### src/lsmc_pkg.sv
`default_nettype none

package lsmc_pkg;

   // Sizes of the matcher.
   localparam int MAX_PATTERN_BYTES = 32;
   localparam int LINE_COUNT_BITS   = 16;

   // Fixed field widths.
   localparam int BYTE_BITS      = 8;
   localparam int WORD_BITS      = 64;
   localparam int PATTERN_WORDS  = 4;
   localparam int PATTERN_BITS   = PATTERN_WORDS * WORD_BITS;
   localparam int LENGTH_BITS    = 6;
   localparam int LINE_LEN_BITS  = 16;
   localparam int ROW_BITS       = 32;
   localparam int COUNT_BITS     = 16;
   localparam int CSR_INDEX_BITS = 3;

   // Byte codes and reset values.
   localparam logic [BYTE_BITS-1:0]     NEWLINE_BYTE     = 8'h0A;
   localparam logic [BYTE_BITS-1:0]     ZERO_BYTE        = 8'h00;
   localparam logic [LINE_LEN_BITS-1:0] DEFAULT_MAX_LINE = 16'd1024;
   localparam logic [LENGTH_BITS-1:0]   DEFAULT_PATTERN_LENGTH = 6'd1;

   // Match count saturates at the smaller of the count field and LINE_COUNT_BITS.
   localparam logic [COUNT_BITS-1:0] COUNT_LIMIT = (LINE_COUNT_BITS >= COUNT_BITS) ?
      {COUNT_BITS{1'b1}} : COUNT_BITS'((64'd1 << LINE_COUNT_BITS) - 64'd1);

   // Configuration register indexes.
   localparam logic [CSR_INDEX_BITS-1:0] REG_PATTERN_0      = 3'd0;
   localparam logic [CSR_INDEX_BITS-1:0] REG_PATTERN_1      = 3'd1;
   localparam logic [CSR_INDEX_BITS-1:0] REG_PATTERN_2      = 3'd2;
   localparam logic [CSR_INDEX_BITS-1:0] REG_PATTERN_3      = 3'd3;
   localparam logic [CSR_INDEX_BITS-1:0] REG_PATTERN_LENGTH = 3'd4;
   localparam logic [CSR_INDEX_BITS-1:0] REG_MAX_LINE       = 3'd5;

   // Configuration as seen by the match core.
   typedef struct packed {
      logic [PATTERN_BITS-1:0]  pattern;
      logic [LENGTH_BITS-1:0]   pattern_length;
      logic [LINE_LEN_BITS-1:0] max_line_length;
   } lsmc_cfg_type;

   // Outcome of one processed item.
   typedef struct packed {
      logic                  hit;
      logic [ROW_BITS-1:0]   line_row;
      logic [COUNT_BITS-1:0] match_total;
   } lsmc_result_type;

endpackage

`default_nettype wire

### src/lsmc_csr.sv
`default_nettype none

module lsmc_csr
   import lsmc_pkg::*;
(
   input  wire logic                      clock,
   input  wire logic                      reset,
   input  wire logic                      csr_valid,
   input  wire logic [CSR_INDEX_BITS-1:0] csr_index,
   input  wire logic [WORD_BITS-1:0]      csr_wdata,
   output lsmc_cfg_type                   cfg
);

   logic [WORD_BITS-1:0]     pattern_ff [PATTERN_WORDS];
   logic [WORD_BITS-1:0]     pattern_in [PATTERN_WORDS];
   logic [LENGTH_BITS-1:0]   length_ff, length_in;
   logic [LINE_LEN_BITS-1:0] max_line_ff, max_line_in;

   // Register write decode; indexes past the list are ignored.
   always_comb begin
      pattern_in  = pattern_ff;
      length_in   = length_ff;
      max_line_in = max_line_ff;
      if (csr_valid) begin
         unique case (csr_index)
            REG_PATTERN_0:      pattern_in[0] = csr_wdata;
            REG_PATTERN_1:      pattern_in[1] = csr_wdata;
            REG_PATTERN_2:      pattern_in[2] = csr_wdata;
            REG_PATTERN_3:      pattern_in[3] = csr_wdata;
            REG_PATTERN_LENGTH: length_in     = csr_wdata[LENGTH_BITS-1:0];
            REG_MAX_LINE:       max_line_in   = csr_wdata[LINE_LEN_BITS-1:0];
            default:            ;
         endcase
      end
   end

   always_ff @(posedge clock) begin
      if (reset) begin
         for (int w = 0; w < PATTERN_WORDS; w++) begin
            pattern_ff[w] <= '0;
         end
         length_ff   <= DEFAULT_PATTERN_LENGTH;
         max_line_ff <= DEFAULT_MAX_LINE;
      end else begin
         pattern_ff  <= pattern_in;
         length_ff   <= length_in;
         max_line_ff <= max_line_in;
      end
   end

   // Flatten the pattern words, word 0 in the low bits.
   always_comb begin
      for (int w = 0; w < PATTERN_WORDS; w++) begin
         cfg.pattern[w*WORD_BITS +: WORD_BITS] = pattern_ff[w];
      end
      cfg.pattern_length  = length_ff;
      cfg.max_line_length = max_line_ff;
   end

endmodule

`default_nettype wire

### src/lsmc_core.sv
`default_nettype none

module lsmc_core
   import lsmc_pkg::*;
(
   input  wire logic                 clock,
   input  wire logic                 reset,
   input  wire logic                 step,
   input  wire logic [BYTE_BITS-1:0] text_byte,
   input  wire logic                 file_start,
   input  lsmc_cfg_type              cfg,
   output lsmc_result_type           result
);

   logic [MAX_PATTERN_BYTES-1:0] vec_ff, vec_in;
   logic [ROW_BITS-1:0]          row_ff, row_in;
   logic [LINE_LEN_BITS-1:0]     bytes_ff, bytes_in;
   logic [COUNT_BITS-1:0]        count_ff, count_in;
   logic                         zero_ff, zero_in;
   logic                         abandon_ff, abandon_in;

   logic [LENGTH_BITS-1:0]       used_len;
   logic [MAX_PATTERN_BYTES-1:0] byte_hits;
   logic [MAX_PATTERN_BYTES-1:0] last_bit;
   logic [MAX_PATTERN_BYTES-1:0] shifted_vec;
   logic                         pattern_hit;

   // Pattern length saturates at the vector width.
   assign used_len = (cfg.pattern_length > LENGTH_BITS'(MAX_PATTERN_BYTES)) ?
                     LENGTH_BITS'(MAX_PATTERN_BYTES) : cfg.pattern_length;

   // Per pattern position: byte compare limited to the used length, and the end position.
   always_comb begin
      for (int i = 0; i < MAX_PATTERN_BYTES; i++) begin
         byte_hits[i] = (cfg.pattern[i*BYTE_BITS +: BYTE_BITS] == text_byte) &&
                        (used_len > LENGTH_BITS'(i));
         last_bit[i]  = (used_len == LENGTH_BITS'(i + 1));
      end
   end

   // Shift-and step on the state as it stands after an optional file start.
   always_comb begin
      vec_in      = file_start ? '0 : vec_ff;
      row_in      = file_start ? '0 : row_ff;
      bytes_in    = file_start ? '0 : bytes_ff;
      count_in    = file_start ? '0 : count_ff;
      zero_in     = file_start ? 1'b0 : zero_ff;
      abandon_in  = file_start ? 1'b0 : abandon_ff;
      shifted_vec = {vec_in[MAX_PATTERN_BYTES-2:0], 1'b1} & byte_hits;
      pattern_hit = |(shifted_vec & last_bit);
      result.hit         = 1'b0;
      result.line_row    = row_in;
      result.match_total = count_in;

      if (abandon_in) begin
         // Rest of the file is ignored.
      end else if (bytes_in == cfg.max_line_length) begin
         abandon_in = 1'b1;
      end else if (text_byte == NEWLINE_BYTE) begin
         result.hit = (count_in != '0);
         row_in     = row_in + 1'b1;
         vec_in     = '0;
         bytes_in   = '0;
         count_in   = '0;
         zero_in    = 1'b0;
      end else begin
         bytes_in = bytes_in + 1'b1;
         if (text_byte == ZERO_BYTE || zero_in) begin
            zero_in = 1'b1;
            vec_in  = '0;
         end else begin
            vec_in = shifted_vec;
            if (pattern_hit && count_in < COUNT_LIMIT) begin
               count_in = count_in + 1'b1;
            end
         end
      end
   end

   always_ff @(posedge clock) begin
      if (reset) begin
         vec_ff     <= '0;
         row_ff     <= '0;
         bytes_ff   <= '0;
         count_ff   <= '0;
         zero_ff    <= 1'b0;
         abandon_ff <= 1'b0;
      end else if (step) begin
         vec_ff     <= vec_in;
         row_ff     <= row_in;
         bytes_ff   <= bytes_in;
         count_ff   <= count_in;
         zero_ff    <= zero_in;
         abandon_ff <= abandon_in;
      end
   end

endmodule

`default_nettype wire

### src/line_substring_match_counter.sv
// Flow: an accepted item goes into the input register; when it is stepped, the line
// state and the result register update together, and rsp_valid shows the result.
// Throughput: one byte per cycle while rsp_ready is high; a held result stalls the
// input register, which then holds one more byte before req_ready drops.
// Reset: synchronous, active high; clears all line state, row, abandon flag and the
// channel valids, and loads the configuration reset values.
`default_nettype none

module line_substring_match_counter
   import lsmc_pkg::*;
(
   input  wire logic                      clock,
   input  wire logic                      reset,
   input  wire logic                      req_valid,
   output logic                           req_ready,
   input  wire logic [BYTE_BITS-1:0]      req_text_byte,
   input  wire logic                      req_file_start,
   output logic                           rsp_valid,
   input  wire logic                      rsp_ready,
   output logic [ROW_BITS-1:0]            rsp_line_row,
   output logic [COUNT_BITS-1:0]          rsp_match_total,
   input  wire logic                      csr_valid,
   output logic                           csr_ready,
   input  wire logic [CSR_INDEX_BITS-1:0] csr_index,
   input  wire logic [WORD_BITS-1:0]      csr_wdata
);

   lsmc_cfg_type    cfg;
   lsmc_result_type result;

   logic                  in_valid_ff, in_valid_in;
   logic [BYTE_BITS-1:0]  in_byte_ff;
   logic                  in_start_ff;
   logic                  out_free;
   logic                  step;
   logic                  out_valid_ff, out_valid_in;
   logic [ROW_BITS-1:0]   out_row_ff;
   logic [COUNT_BITS-1:0] out_total_ff;

   // Configuration registers take a write in every cycle.
   assign csr_ready = 1'b1;

   lsmc_csr u_csr (
      .clock     (clock),
      .reset     (reset),
      .csr_valid (csr_valid),
      .csr_index (csr_index),
      .csr_wdata (csr_wdata),
      .cfg       (cfg)
   );

   // The item in the input register is processed when the result register is free.
   assign out_free  = !out_valid_ff || rsp_ready;
   assign step      = in_valid_ff && out_free;
   assign req_ready = !in_valid_ff || step;

   lsmc_core u_core (
      .clock      (clock),
      .reset      (reset),
      .step       (step),
      .text_byte  (in_byte_ff),
      .file_start (in_start_ff),
      .cfg        (cfg),
      .result     (result)
   );

   // Input register.
   assign in_valid_in = (req_valid && req_ready) || (in_valid_ff && !step);

   always_ff @(posedge clock) begin
      if (reset) begin
         in_valid_ff <= 1'b0;
      end else begin
         in_valid_ff <= in_valid_in;
      end
   end

   always_ff @(posedge clock) begin
      if (req_valid && req_ready) begin
         in_byte_ff  <= req_text_byte;
         in_start_ff <= req_file_start;
      end
   end

   // Result register.
   assign out_valid_in = out_free ? (step && result.hit) : out_valid_ff;

   always_ff @(posedge clock) begin
      if (reset) begin
         out_valid_ff <= 1'b0;
      end else begin
         out_valid_ff <= out_valid_in;
      end
   end

   always_ff @(posedge clock) begin
      if (step && result.hit) begin
         out_row_ff   <= result.line_row;
         out_total_ff <= result.match_total;
      end
   end

   assign rsp_valid       = out_valid_ff;
   assign rsp_line_row    = out_row_ff;
   assign rsp_match_total = out_total_ff;

endmodule

`default_nettype wire

### config.mk
export PLATFORM = sky130hd
export DESIGN_NAME = line_substring_match_counter
export DESIGN_NICKNAME = d
export VERILOG_FILES = /design/src/lsmc_pkg.sv /design/src/lsmc_csr.sv /design/src/lsmc_core.sv /design/src/line_substring_match_counter.sv
export SDC_FILE = /design/constraint.sdc
export NUM_CORES = 1
export LEC_CHECK = 0
export BUFFER_PORTS_ARGS = -buffer_cell sky130_fd_sc_hd__buf_4
export CORE_UTILIZATION = 40
export CTS_BUF_LIST = sky130_fd_sc_hd__clkbuf_4 sky130_fd_sc_hd__clkbuf_8 sky130_fd_sc_hd__clkbuf_16
export DETAILED_ROUTE_END_ITERATION = 8
export GPL_ROUTABILITY_DRIVEN = 0
export GPL_TIMING_DRIVEN = 0
export SYNTH_ARGS = -nofsm -noshare
export SYNTH_HDL_FRONTEND = slang
export SYNTH_SLANG_ARGS = --single-unit
### constraint.sdc
create_clock -name clock -period 3.75 [get_ports clock]
set_input_delay 0.75 -clock clock [delete_from_list [all_inputs] [get_ports clock]]
set_output_delay 0.75 -clock clock [all_outputs]
set_load 0.05 [all_outputs]
Word-level counts from Yosys, hierarchy flattened. Cells that the tools add are included.

$add $sub $neg: 3. Order comparisons: 34. Equal/unequal tests: 71. Muxes and demuxes: 31. Bitwise operators: 2. Reduce and logical (&&, ||, !) cells: 54.

Operators with widths (number): $mux W32 (9); $eq A8 B8 Y1 (32); $mux W16 (10); $eq A6 B5 Y1 const B (16); $gt A6 B5 Y1 const B (16); $and A32 B32 Y32 (2); $eq A6 B4 Y1 const B (8); $gt A6 B4 Y1 const B (8); $logic_and A1 B1 Y1 (37); $add A16 B1 Y16 const B (2); $add A32 B1 Y32 const B (1); $reduce_or A32 Y1 (1); $eq A6 B3 Y1 const B (4); $gt A6 B3 Y1 const B (4); $eq A16 B16 Y1 (1); $lt A16 B16 Y1 const B (1); $reduce_bool A16 Y1 (1); $eq A6 B2 Y1 const B (2); $gt A6 B1 Y1 const B (2); $gt A6 B2 Y1 const B (2); $reduce_and A2 Y1 (6); $mux W1 (11); $eq A8 B4 Y1 const B (1); $logic_not A8 Y1 (1); 10 further kinds (17).

Register bits after elaboration: 435. Input port bits: 81. Logic and storage cells: 213.

Depth between registers and ports, before layout.
Depth in word-level cells: 13. Mapped depth: 16.

By module. A second synthesis with hierarchy kept.

Cells, all modules: 2459. Area total of the unflattened synthesis: 23232.3 um2.

By module, submodules not included: lsmc_csr (instances 1, cells each 978, area each 10894.2 um2, seq. area each 5565.3 um2); lsmc_core (instances 1, cells each 1411, area each 10512.6 um2, seq. area each 1941.9 um2); line_substring_match_counter (instances 1, cells each 70, area each 1825.5 um2, seq. area each 1751.7 um2).

Worst setup path after synthesis. No wires, ideal clock.

Kind: register to register. From: register in_start_ff. To: register u_core.row_ff[28]. Library setup time: 0.070 ns. Arrival time: 3.691 ns. Data required time: 3.680 ns. Setup slack: -0.011 ns. Cell stages (with the launch flop): 17. Path buffers: 9. Period minus slack after synthesis: 3.761 ns. Cell sequence: edfxtp_1 > buf_2 > buf_1 > buf_2 > buf_2 > buf_2 > buf_1 > buf_1 > clkbuf_1 > nor2b_1 > ha_1 > inv_1 > or4b_1 > or3_1 > clkbuf_1 > a211o_1 > a21oi_1.

RTL lines: start: declaration (RTL line line_substring_match_counter.sv:33) `logic in_start_ff;`; start signal: assignment (RTL line line_substring_match_counter.sv:81) `in_start_ff <= req_file_start;`; end signal: assignment (RTL line lsmc_core.sv:90) `row_ff <= row_in;`; end: declaration (RTL line lsmc_core.sv:16) `logic [ROW_BITS-1:0] row_ff, row_in;`.

Worst setup path after layout.
From: register in_byte_ff[2]. To: register u_core.count_ff[7].

Longest elaborated chain between the ends: 11. Elaborated cells between the ends (all ways): 76. Those cells by class: 33 x eq/ne; 5 x mux; 2 x bitwise; 36 x reduce/logical.

RTL lines: start: declaration (RTL line line_substring_match_counter.sv:32) `logic [BYTE_BITS-1:0] in_byte_ff;`; start signal: assignment (RTL line line_substring_match_counter.sv:80) `in_byte_ff <= req_text_byte;`; $eq A8 B8 Y1 (RTL line lsmc_core.sv:35) `byte_hits[i] = (cfg.pattern[i*BYTE_BITS +: BYTE_BITS] == text_byte) &&`; $logic_and A1 B1 Y1 (RTL line lsmc_core.sv:35); $and A32 B32 Y32 (RTL line lsmc_core.sv:49) `shifted_vec = {vec_in[MAX_PATTERN_BYTES-2:0], 1'b1} & byte_hits;`; $and A32 B32 Y32 (RTL line lsmc_core.sv:50) `pattern_hit = |(shifted_vec & last_bit);`; $reduce_or A32 Y1 (RTL line lsmc_core.sv:50); $logic_and A1 B1 Y1 (RTL line lsmc_core.sv:73) `if (pattern_hit && count_in < COUNT_LIMIT) begin`; $mux W16 (RTL line lsmc_core.sv:73); $mux W16 (RTL line lsmc_core.sv:68) `if (text_byte == ZERO_BYTE || zero_in) begin`; $mux W16 (*) (RTL line lsmc_core.sv:59) `end else if (text_byte == NEWLINE_BYTE) begin`; $mux W16 (*) (RTL line lsmc_core.sv:57) `end else if (bytes_in == cfg.max_line_length) begin`; $mux W16 (*) (RTL line lsmc_core.sv:55) `if (abandon_in) begin`; end signal: assignment (RTL line lsmc_core.sv:92) `count_ff <= count_in;`; end: declaration (RTL line lsmc_core.sv:18) `logic [COUNT_BITS-1:0] count_ff, count_in;`.

Every way passes the cells marked *; elsewhere a longest branch is shown, timed or not. A chain may end at the register's enable or synchronous reset.

==> flow_metrics.py <==
metrics = {
    "run_status": {
        "outcome": "finished, violations left",
        "violations": "design-rule violations, max-capacitance violations, max-slew violations, negative setup slack",
    },
    "setup_path": {
        "arrival_ns": 4.25,
        "worst-path-max-fanout": 10,
        "critPathCaptureType": "register",
        "crit_type": "reg2reg",
        "start_kind": "register",
        "cp_data_required_time_ns": 4.25,
    },
    "floorplanning": {
        "die_y_um": 234,
        "ios": 132,
        "core_area_um2": 53000,
        "dieArea_um2": 54900,
        "die_w_um": 234,
        "start_util_pct": 40.7,
        "row_count": 84,
    },
    "clock_network": {
        "clkLatencyLatePin_ns": 0.61,
        "htree_levels": 2,
        "cts_buffer_depth": 3,
        "cts_tree": "built",
        "ctsHoldBuffers": 0,
        "numCtsBuffers": 50,
        "cts.reportedPaths.clkPinSlew_ns": 0.06,
        "clkSinkCount": 434,
        "root_buffer": "clkbuf_16",
    },
    "hold_path": {
        "hp-class": "in2reg",
    },
    "routing": {
        "vias": 21200,
        "ant_nets": 0,
        "drc": 9,
        "wl_um": 84100,
        "drt_iter0_markers": 2206,
        "viasPerCell": 5.88,
        "firstDrtPassIters": 8,
        "wl_per_cell_um": 23.3,
    },
    "synth": {
        "synthMostInstantiatedCell": "nand2_1",
        "syn_area_um2": 21600,
        "syn_nets": 2771,
        "synthFlopType": "dfxtp_1",
        "yosys.cell_types.count": 78,
        "ys.warnings.count": 0,
        "synth-async-reset-ratio_pct": 0,
        "yosysSeqAreaShare_pct": 42.9,
        "synth_top_area_share_pct": 35.0,
        "synth.ff_latch_count": 434,
        "synth_area_leaders": "dfxtp_1 35%, nand2_1 12%, xnor2_1 10%",
        "synth_edf_count": 57,
        "synth_commonest_cells": "672 x nand2_1, 377 x dfxtp_1, 317 x a21oi_1",
        "syn_area_per_cell_um2": 8.03,
        "syn_inst": 2686,
        "yosysTopAreaCell": "dfxtp_1",
    },
    "placed_design": {
        "place_inst": 3505,
        "hpwl_um": 59500,
        "place_area_um2": 23400,
        "portBuffers": 130,
    },
    "finish": {
        "final_cells": 3605,
        "area_growth_pct": 19.2,
        "num-fill-cells": 5155,
        "design_area_um2": 25700,
        "nNetsFinal": 2962,
        "final_util_pct": 48.5,
        "seqCellArea_um2": 9260,
        "drive_above_1_share_pct": 12.3,
        "diodes": 0,
        "multiInputGateArea_um2": 11700,
    },
    "power_and_ir_drop": {
        "total_power_mw": 11.2,
        "peakVddDrop_mv": 0.306,
        "powerDensity_nw_per_um2": 437,
        "p_leak_nw": 8.27,
    },
    "sta": {
        "fin_crit_ns": 3.75,
        "slew_headroom_pct": -1.90,
        "period_share_pct": 100,
        "max_freq_mhz": 267,
        "holdWs_ns": 0.322,
        "drv_slew": 11,
        "setup_violations": 1,
        "finalClockSkew_ns": 0.0249,
        "setup_ws_ns": -0.000279,
        "finalHoldViolations": 0,
        "max_slew.worst_pin.slew_ns": 1.52,
    },
    "grt": {
        "grt_pass1_vias": 20100,
        "antenna_found_initial": 1,
        "grt_max_degree": 40,
        "grt_pass1_wl_um": 124000,
        "grt_usage_pct": 30.2,
        "globalRouteOverflowTotal": 0,
    },
    "job": {
        "max-cap-violations": 1,
    },
}
per-layer routing:
layer | GRT usage, % | part of all wire (%) | vias up
li1 | - | - | 9648
met1 | 36.2 | 38 | 10100
met2 | 50.5 | 47 | 1124
met3 | 4.96 | 8.3 | 328
met4 | 18.6 | 6.8 | 0
met5 | 0 | 0 | -
per-stage QoR:
step	setup WS (ns)	setup TNS, ns
3_5_place_dp	-1.91	-107.96
2_1_floorplan	0.0208	0
6_report	-0.000279	-0.000279
5_1_grt	-0.0586	-0.139
3_3_place_gp	-1.86	-145.84
4_1_cts	-0.0624	-0.0624
critical path, stage by stage, from the launching register on:
cell,delay (ns)
edfxtp_1,0.31
buf_2,0.32
buf_4,0.34
buf_4,0.39
xnor2_1,0.11
nand3_1,0.15
nor4_2,0.10
a2111oi_0,0.63
nand4_1,0.26
nor4_4,0.55
nor4_1,0.11
nor3_1,0.14
and3b_1,0.20
report_power, final:
part           internal [mW]  switching (mW)
logic                  0.402           0.862
clock network           3.09            2.05
registers               4.77          0.0555
total                   8.27            2.97
placed cells by master, fill, tap and decap left out, types with 22 or more instances in the layout:
master,netlist,final
nor4_1,58,40
dfxtp_1,377,377
nand2_1,672,672
nand4_1,84,84
a31oi_1,24,24
clkbuf_1,131,120
nor2_1,135,132
o211ai_1,22,22
clkbuf_16,0,56
nand3_1,66,66
nor3_1,42,38
and3_1,22,22
a21oi_1,317,316
xnor2_1,254,254
o21ai_0,34,33
nor2b_1,58,55
buf_4,14,157
edfxtp_1,57,57
xor2_1,32,32
cell families after synthesis:
family	share of synthesized area, %
AO/OA/AOI/OAI	13.5
XOR/XNOR	11.6
adder cells (fa/ha/maj)	0.232
buffers and inverters	4.28
flip-flops	42.9
multiplexers	0.737
other	0.0174
AND/OR/NAND/NOR	26.7
layout make-up:
cell class                      count  area share, %
Buffer                            196           4.00
Clock buffer                       74           6.08
Clock inverter                     18          0.667
Inverter                           19          0.287
Multi-Input combinational cell   2035           45.4
Sequential cell                   434           36.0
Tap cell                          688           3.35
Timing Repair Buffer              141           4.17
final timing paths:
kind | from | to | slack [ns] | cells past startpoint
max | in_byte_ff[2] | u_core.count_ff[7] | -0.0003 | 12
min | req_text_byte[3] | in_byte_ff[3] | 0.32 | 1
max reg2reg | in_byte_ff[2] | u_core.count_ff[7] | -0.0003 | 12
min reg2reg | u_core.vec_ff[20] | u_core.vec_ff[20] | 0.46 | 2
repair_timing:
item | 4_1_cts | 5_1_grt
endpoints found under the setup margin | 158 | 65
pin swaps | 2 | 5
buffers inserted | 3 | 7
gates resized for setup | 80 | 45
registers in the layout, indices dropped and copies added, names as in the netlist:
signal	cells
rsp_line_row	32
in_start_ff	1
u_core.vec_ff	31
rsp_valid	1
u_csr.length_ff	6
in_valid_ff	1
u_csr.max_line_ff	16
u_csr.cfg	256
u_core.count_ff	16
u_core.zero_ff	1
u_core.row_ff	32
u_core.abandon_ff	1
rsp_match_total	16
u_core.bytes_ff	16
in_byte_ff	8
No activity file was read; power rests on OpenSTA's default activity.
